--- src/sv/ctfd_pkg.sv ---
// ----------------------------------------------------------------------------
// ctfd_pkg
// Shared types and constants of the CAN telemetry frame decoder.
// ----------------------------------------------------------------------------
package ctfd_pkg;

   typedef enum logic [1:0] {
      ACT_FRAME    = 2'd0,
      ACT_TICK     = 2'd1,
      ACT_GEN_LOG  = 2'd2,
      ACT_TEMP_LOG = 2'd3
   } action_type;

   typedef enum logic [2:0] {
      KIND_MOTOR1  = 3'd0,
      KIND_MOTOR2  = 3'd1,
      KIND_BMS     = 3'd2,
      KIND_DIFF    = 3'd3,
      KIND_TEMP    = 3'd4,
      KIND_IGNORED = 3'd5,
      KIND_STATUS  = 3'd6
   } kind_type;

   localparam logic [10:0] ID_TEMP_BASE = 11'h321;
   localparam logic [10:0] ID_MOTOR1    = 11'h331;
   localparam logic [10:0] ID_MOTOR2    = 11'h332;
   localparam logic [10:0] ID_BMS       = 11'h333;
   localparam logic [10:0] ID_DIFF      = 11'h334;

   localparam int AGE_W = 16;
   localparam logic [AGE_W-1:0] AGE_MAX = '1;

   localparam int SRC_MOTOR1 = 0;
   localparam int SRC_MOTOR2 = 1;
   localparam int SRC_DIFF   = 2;
   localparam int SRC_BMS    = 3;
   localparam int SRC_TEMPS  = 4;
   localparam int SRC_COUNT  = 5;

   localparam int SEEN_MOTOR1 = 0;
   localparam int SEEN_MOTOR2 = 1;
   localparam int SEEN_BMS    = 2;

   localparam logic [15:0] VCU_TIMEOUT_RESET = 16'd300;
   localparam logic [15:0] BMS_TIMEOUT_RESET = 16'd1500;

   localparam logic CSR_VCU_TIMEOUT = 1'b0;
   localparam logic CSR_BMS_TIMEOUT = 1'b1;

   localparam int REQ_DATA_W = 80;
   localparam int RSP_DATA_W = 80;

   // packed from the top bit down; first_value lands in bits 15:0
   typedef struct packed {
      logic              bms_alive;
      logic              vcu_alive;
      logic              temps_ready;
      logic              general_ready;
      logic [7:0]        fifth_value;
      logic [7:0]        fourth_value;
      logic [9:0]        third_value;
      logic signed [8:0] main_temp;
      logic signed [8:0] controller_temp;
      logic [15:0]       second_value;
      logic [15:0]       first_value;
   } rsp_data_type;

   typedef struct packed {
      kind_type     kind;
      rsp_data_type data;
   } rsp_item_type;

   function automatic logic [AGE_W-1:0] age_step(input logic [AGE_W-1:0] age);
      age_step = (age == AGE_MAX) ? age : age + AGE_W'(1);
   endfunction

endpackage

--- src/sv/can_telemetry_frame_decoder_top.sv ---
// ----------------------------------------------------------------------------
// can_telemetry_frame_decoder_top
// Decodes CAN telemetry frames, ages each source on millisecond ticks and
// reports arrival and liveness flags, one result beat per request beat.
// ----------------------------------------------------------------------------
// The frame decode, the age update and the timeout compares are one short
// combinational pass from the request port and state registers into the result
// or skid register, so a beat can be accepted on every clock while the skid
// register is empty. A two-entry output stage (result plus skid register) keeps
// the request side open for one beat while a result waits on rsp_tready. The user
// must write timeouts through the csr port only while the block is idle; not enforced.
module can_telemetry_frame_decoder_top
   import ctfd_pkg::*;
#(
   parameter int TEMP_PACKETS = 10
) (
   input  logic                  clock,
   input  logic                  reset,
   input  logic                  req_tvalid,
   output logic                  req_tready,
   input  logic [1:0]            req_tuser,   // action
   input  logic [REQ_DATA_W-1:0] req_tdata,   // frame_id[10:0], frame_data[74:11], zero pad
   output logic                  rsp_tvalid,
   input  logic                  rsp_tready,
   output logic [2:0]            rsp_tuser,   // record_kind
   output logic [RSP_DATA_W-1:0] rsp_tdata,   // first_value, second_value, controller_temp,
                                              // main_temp, third_value, fourth_value,
                                              // fifth_value, general_ready, temps_ready,
                                              // vcu_alive, bms_alive
   input  logic                  csr_we,
   input  logic                  csr_index,
   input  logic [15:0]           csr_wdata
);

   localparam int IDX_W = (TEMP_PACKETS > 1) ? $clog2(TEMP_PACKETS) : 1;
   localparam logic [TEMP_PACKETS-1:0] TEMPS_ALL = '1;

   logic [15:0]             vcu_timeout_ff;
   logic [15:0]             bms_timeout_ff;
   logic [AGE_W-1:0]        age_ff [SRC_COUNT];
   logic [AGE_W-1:0]        age_in [SRC_COUNT];
   logic [2:0]              seen_ff;
   logic [2:0]              seen_in;
   logic [TEMP_PACKETS-1:0] temps_ff;
   logic [TEMP_PACKETS-1:0] temps_in;

   rsp_item_type            out_ff;
   rsp_item_type            skid_ff;
   logic                    out_valid_ff;
   logic                    skid_valid_ff;
   rsp_item_type            result;

   action_type              action;
   logic [10:0]             frame_id;
   logic [63:0]             frame_data;
   logic [7:0]              b [8];
   logic [10:0]             id_off;
   logic                    is_temp;
   logic [17:0]             pwm_prod;
   logic [26:0]             pwm_scaled;
   logic [9:0]              pwm_est;
   logic [18:0]             pwm_rem;
   logic [9:0]              pwm_permille;
   logic                    req_fire;
   logic                    rsp_fire;

   assign action     = action_type'(req_tuser);
   assign frame_id   = req_tdata[10:0];
   assign frame_data = req_tdata[74:11];

   always_comb begin
      for (int k = 0; k < 8; k++) begin
         b[k] = frame_data[8*k +: 8];
      end
   end

   assign id_off  = frame_id - ID_TEMP_BASE;
   assign is_temp = (frame_id >= ID_TEMP_BASE) && (id_off < 11'(TEMP_PACKETS));

   // byte6 * 1000 / 255 by reciprocal 257/65536 and one correction step
   assign pwm_prod     = ({10'd0, b[6]} << 10) - ({10'd0, b[6]} << 4) - ({10'd0, b[6]} << 3);
   assign pwm_scaled   = {1'b0, pwm_prod, 8'd0} + {9'd0, pwm_prod};
   assign pwm_est      = pwm_scaled[25:16];
   assign pwm_rem      = {1'b0, pwm_prod} - {1'b0, pwm_est, 8'd0} + {9'd0, pwm_est};
   assign pwm_permille = (pwm_rem >= 19'd255) ? pwm_est + 10'd1 : pwm_est;

   always_comb begin
      for (int s = 0; s < SRC_COUNT; s++) begin
         age_in[s] = age_ff[s];
      end
      seen_in     = seen_ff;
      temps_in    = temps_ff;
      result      = '0;
      result.kind = KIND_STATUS;
      case (action)
         ACT_FRAME: begin
            if (frame_id == ID_MOTOR1 || frame_id == ID_MOTOR2) begin
               result.data.first_value     = {4'd0, b[0][7:4], b[1]};
               result.data.second_value    = {b[5], b[4]};
               result.data.controller_temp = {1'b0, b[2]} - 9'sd100;
               result.data.main_temp       = {1'b0, b[3]} - 9'sd100;
               result.data.third_value     = pwm_permille;
               result.data.fourth_value    = b[7];
               if (frame_id == ID_MOTOR1) begin
                  result.kind             = KIND_MOTOR1;
                  age_in[SRC_MOTOR1]      = '0;
                  seen_in[SEEN_MOTOR1]    = 1'b1;
               end else begin
                  result.kind             = KIND_MOTOR2;
                  age_in[SRC_MOTOR2]      = '0;
                  seen_in[SEEN_MOTOR2]    = 1'b1;
               end
            end else if (frame_id == ID_BMS) begin
               result.kind              = KIND_BMS;
               result.data.first_value  = {9'd0, b[0][7:1]};
               result.data.second_value = {b[5], b[6]};
               result.data.main_temp    = {1'b0, b[4]};
               age_in[SRC_BMS]          = '0;
               seen_in[SEEN_BMS]        = 1'b1;
            end else if (frame_id == ID_DIFF) begin
               result.kind              = KIND_DIFF;
               result.data.first_value  = {8'd0, b[0]};
               result.data.second_value = {8'd0, b[1]};
               result.data.third_value  = {2'd0, b[2]};
               result.data.fourth_value = b[3];
               result.data.fifth_value  = b[4];
               age_in[SRC_DIFF]         = '0;
            end else if (is_temp) begin
               result.kind                   = KIND_TEMP;
               result.data.first_value       = {5'd0, id_off};
               temps_in[id_off[IDX_W-1:0]]   = 1'b1;
               age_in[SRC_TEMPS]             = '0;
            end else begin
               result.kind = KIND_IGNORED;
            end
         end
         ACT_TICK: begin
            for (int s = 0; s < SRC_COUNT; s++) begin
               age_in[s] = age_step(age_ff[s]);
            end
         end
         ACT_GEN_LOG: begin
            if (&seen_ff) begin
               seen_in = '0;
            end
         end
         ACT_TEMP_LOG: begin
            if (temps_ff == TEMPS_ALL) begin
               temps_in = '0;
            end
         end
         default: begin
         end
      endcase
      result.data.general_ready = &seen_in;
      result.data.temps_ready   = (temps_in == TEMPS_ALL);
      result.data.vcu_alive     = (age_in[SRC_MOTOR1] <= vcu_timeout_ff)
                               && (age_in[SRC_MOTOR2] <= vcu_timeout_ff)
                               && (age_in[SRC_DIFF] <= vcu_timeout_ff);
      result.data.bms_alive     = (age_in[SRC_BMS] <= bms_timeout_ff)
                               && (age_in[SRC_TEMPS] <= bms_timeout_ff);
   end

   assign req_tready = !skid_valid_ff;
   assign req_fire   = req_tvalid && req_tready;
   assign rsp_fire   = out_valid_ff && rsp_tready;
   assign rsp_tvalid = out_valid_ff;
   assign rsp_tuser  = out_ff.kind;
   assign rsp_tdata  = out_ff.data;

   always_ff @(posedge clock) begin
      if (reset) begin
         vcu_timeout_ff <= VCU_TIMEOUT_RESET;
         bms_timeout_ff <= BMS_TIMEOUT_RESET;
      end else if (csr_we) begin
         case (csr_index)
            CSR_VCU_TIMEOUT: vcu_timeout_ff <= csr_wdata;
            CSR_BMS_TIMEOUT: bms_timeout_ff <= csr_wdata;
            default: begin
            end
         endcase
      end
   end

   always_ff @(posedge clock) begin
      if (reset) begin
         for (int s = 0; s < SRC_COUNT; s++) begin
            age_ff[s] <= '0;
         end
         seen_ff  <= '0;
         temps_ff <= '0;
      end else if (req_fire) begin
         for (int s = 0; s < SRC_COUNT; s++) begin
            age_ff[s] <= age_in[s];
         end
         seen_ff  <= seen_in;
         temps_ff <= temps_in;
      end
   end

   // hold the result while stalled, park one more beat in the skid register
   always_ff @(posedge clock) begin
      if (reset) begin
         out_valid_ff  <= 1'b0;
         skid_valid_ff <= 1'b0;
      end else if (!out_valid_ff || rsp_fire) begin
         if (skid_valid_ff) begin
            out_valid_ff  <= 1'b1;
            skid_valid_ff <= 1'b0;
         end else begin
            out_valid_ff  <= req_fire;
         end
      end else if (req_fire) begin
         skid_valid_ff <= 1'b1;
      end
   end

   always_ff @(posedge clock) begin
      if (!out_valid_ff || rsp_fire) begin
         if (skid_valid_ff) begin
            out_ff <= skid_ff;
         end else if (req_fire) begin
            out_ff <= result;
         end
      end else if (req_fire) begin
         skid_ff <= result;
      end
   end

   a_skid_needs_out: assert property (@(posedge clock) disable iff (reset)
      skid_valid_ff |-> out_valid_ff)
      else $error("skid register holds a beat while the result register is empty");

   a_accept_shows: assert property (@(posedge clock) disable iff (reset)
      (req_fire && !out_valid_ff) |=> out_valid_ff)
      else $error("accepted beat did not reach the result register");

   a_status_zero: assert property (@(posedge clock) disable iff (reset)
      (out_valid_ff && (out_ff.kind == KIND_STATUS || out_ff.kind == KIND_IGNORED))
         |-> (rsp_tdata[75:0] == '0))
      else $error("status or ignored result carries nonzero values");

   a_skid_stall: assert property (@(posedge clock) disable iff (reset)
      (out_valid_ff && !rsp_tready && req_fire) |=> skid_valid_ff)
      else $error("beat accepted under stall was not parked");

endmodule

--- config.mk ---
export PLATFORM = sky130hd
export DESIGN_NAME = can_telemetry_frame_decoder_top
export DESIGN_NICKNAME = d
export VERILOG_FILES = /design/src/sv/ctfd_pkg.sv /design/src/sv/can_telemetry_frame_decoder_top.sv
export SDC_FILE = /design/constraint.sdc
export NUM_CORES = 1
export LEC_CHECK = 0
export ABC_AREA = 1
export BUFFER_PORTS_ARGS = -buffer_cell sky130_fd_sc_hd__clkbuf_2
export CORE_ASPECT_RATIO = 0.7
export CORE_UTILIZATION = 50
export DETAILED_ROUTE_END_ITERATION = 10
export GPL_ROUTABILITY_DRIVEN = 0
export GPL_TIMING_DRIVEN = 0
export PLACE_DENSITY = 0.7
export RECOVER_POWER = 25
export SYNTH_ARGS = -nofsm -noshare
export SYNTH_HDL_FRONTEND = slang
export SYNTH_SLANG_ARGS = --single-unit
--- constraint.sdc ---
create_clock -name clock -period 13.3 [get_ports clock]
set_clock_uncertainty 0.05 [all_clocks]
set_input_delay 0.665 -clock clock [delete_from_list [all_inputs] [get_ports clock]]
set_output_delay 0.665 -clock clock [all_outputs]
set_load 0.02 [all_outputs]
==> results by group <==
Power and ir drop
  • Net switching power: 1.08 mW
  • Int Pwr: 1.85 mW
  • Logic gate share of total power: 34.0%
  • Seq pwr share: 35.8%
  • Sw Ratio: 36.9%
  • Max IR drop VDD: 0.000106 V
  • Power Density: 130 nW/um^2
  • Clk pwr share: 30.1%
  • Total power: 2.93 mW
  • Leak pwr: 9.65 nW

Die
  • Die ar.: 40500 um^2
  • FP Rows: 60
  • Core ar.: 38700 um^2
  • Die width: 240 um
  • Starting Density: 51.3%
  • Die height: 169 um
  • # IOs: 189

Finish
  • Filler cells: 3547
  • Most frequent cells in the layout: nand2_1 (466), inv_1 (346), edfxtp_1 (238)
  • Util after Layout: 58.0%
  • FF/Latch Area: 8090 um^2
  • Commonest non-fill, non-tap cell in the layout: nand2_1
  • Area of the multi-input gates: 10100 um^2
  • Synth-to-layout area growth: 13.1%
  • Layout cell share with drive strength beyond 1: 8.84%
  • Net count, final: 2958

Clock network
  • Clock Latency Late Sink: 0.60 ns
  • Clock Pin Slew Worst Setup and Hold Paths: 0.07 ns
  • Setup bufs post-CTS: 0
  • Hold Buf Count CTS: 0
  • Clock root cell: clkbuf_16
  • CTS Buffer Depth: 3
  • Inserted Clock Buffers: 30
  • Htree depth: 1
  • CTS tree: built
  • Resized cells post-CTS: 0
  • Clock Sinks: 285

Synth
  • Main synth FF type: edfxtp_1
  • Mean Syn Cell Area: 8.00 um^2
  • Mapped cell area: 19900 um^2
  • Post-synth EDFFs: 238
  • Netlist cell types: 62
  • Ys Warns: 0
  • Top cell type's share of synthesized area: 36.0%
  • Seq/Total Area, Yosys: 40.7%
  • Area leader, netlist: edfxtp_1
  • Synthesized instance count: 2483
  • Top cells by area, synth: edfxtp_1 (36%), ha_1 (9.4%), nand2_1 (8.8%)
  • Yosys reg bits: 285
  • Async S/R FF share, synth: 0%

Critical path
  • Crit Path Class: in2reg
  • Crit-path max cell delay: 0.52 ns
  • Required @ worst endpoint: 13.58 ns
  • CP max stage cell: xor2_1
  • CP max FO: 10
  • Critical Path AT: 7.83 ns
  • Worst setup SP type: input pin
  • CP Capture Type: flop

Global routing
  • Initial antenna violation count: 2
  • Total track usage: 30.8%
  • Vias in the first global route: 17400
  • First-pass GRT wire length: 97100 um
  • Grt total ovfl: 0
  • Largest net degree at the start of global routing: 51

Timing
  • Period utilization: 56.8%
  • Max-slew headroom: -22.1%
  • Final max-slew violation count: 39
  • Worst hold slack: 0.282 ns
  • Fin Setup TNS: 0 ns
  • Peak Freq: 0.132 GHz
  • Final Hold Viols: 0
  • Unrepaired setup endpoints after global routing: no
  • Final setup fails: 0
  • Setup WS post-layout: 5.75 ns
  • Slew at the pin closest to its max-slew limit: 1.83 ns
  • Min Tclk post-route: 7.55 ns

Run status
  • Status: complete, but fails checks
  • Failing checks: max-capacitance violations, max-slew violations

Route
  • Final ANT Viol Nets: 0
  • WL per Instance: 19.4 um
  • # DRC: 0
  • Pre-antenna DRT Iters: 7
  • DR vias: 19000
  • Vias per cell: 5.85
  • DR iter-0 viols: 2521
  • Post-Route WL: 63200 um

Placed design
  • Worst slack, placed: 5.38 ns
  • Buffers on Ports: 179
  • Final HPWL DP: 48700 um

Worst hold path
  • Worst hold path class: in2reg

Flow run
  • MaxCap Viol Count: 1
## power groups by stage
stage | combinational, mW | clock [mW] | sequential (mW)
6_report | 0.996 | 0.882 | 1.05
3_5_place_dp | 0.967 | 0 | 1.07
2_1_floorplan | 0.680 | 0 | 1.08
4_1_cts | 0.972 | 0.887 | 1.05
3_3_place_gp | 0.933 | 0 | 1.07
5_1_grt | 1.10 | 0.921 | 1.05
## cells in the mapped netlist, drive strengths merged, types with 2 or more instances
cell type,instances
or2,7
xor2,40
o221ai,16
nor3,52
o21a,5
o211ai,40
dfxtp,47
o21bai,2
o41ai,2
mux2,22
buf,22
and3,2
a31oi,13
o2111ai,4
a21o,4
nand2,486
a32oi,2
a22oi,29
o21ai,172
nand3,143
xnor2,9
inv,356
nand4,37
a211oi,6
fa,3
a22o,2
a21oi,157
ha,149
a221oi,3
nor4,21
clkbuf,56
clkinv,6
nor2,244
nand3b,3
and2,40
o31ai,5
o22ai,23
edfxtp,238
a2bb2oi,5
## routing by layer
metal  routed length, um  GRT usage (%)  vias up  part of all wire (%)
met3                7490           6.62      113                    12
met1               28400           46.8     8915                    45
met5                  13              0        -                 0.021
li1                    -              -     8959                     -
met4                1620           7.75        2                   2.6
met2               25600           44.0     1035                    41
## sequential cells by signal, summed over array words and instances, names as in the netlist
signal / cells
age_ff: 80
seen_ff: 3
temps_ff: 10
bms_timeout_ff: 16
rsp_tvalid: 1
skid_ff: 79
rsp_tdata: 76
rsp_tuser: 3
vcu_timeout_ff: 16
skid_valid_ff: 1
## path summary, 6_finish.rpt
kind                                from                              to  slack (ns)  depth (start not counted)
min reg2reg        skid_ff[34]$_DFFE_PP_         rsp_tdata[34]$_DFFE_PP_        0.47                          2
max                        req_tdata[65]         rsp_tdata[52]$_DFFE_PP_        5.75                         42
max reg2reg  age_ff[0][33]$_SDFFCE_PN0P_         rsp_tdata[78]$_DFFE_PP_        8.64                         19
min                         csr_wdata[6]  bms_timeout_ff[6]$_SDFFE_PP1P_        0.28                          3
## metrics by stage
| step | instances | cell area [um^2] |
|---|---|---|
| global route | 3254 | 22500 |
| floorplan | 2486 | 19900 |
| global placement | 3192 | 21400 |
| CTS | 3253 | 22600 |
| detailed placement | 3197 | 21600 |
| finish | 3254 | 22500 |
## worst max-delay path: cells and delay by family
kind / cells / cell delay, ns
buf+inv: 6 / 0.88
fa+ha+maj: 6 / 2.28
simple gates: 25 / 2.62
compound gates: 3 / 0.69
xor+xnor: 2 / 0.71
## layout make-up
class	instances	area share, %
Inverter	362	6.05
Clock buffer	36	3.44
Sequential cell	285	36.0
Multi-Input combinational cell	1761	45.0
Antenna cell	1	0.0111
Timing Repair Buffer	184	4.04
Tap cell	527	2.93
Buffer	78	1.48
Clock inverter	20	1.07
## kinds of logic after synthesis
logic type      after synthesis  share of synthesized area (%)
simple gates               1037                           22.9
compound gates              497                           14.7
buf+inv                     440                           8.52
flops                       285                           40.7
fa+ha+maj                   152                           9.69
xor+xnor                     49                           2.16
mux                          22                           1.25
other cells                   1                         0.0189
No activity file was read; power rests on OpenSTA's default activity.
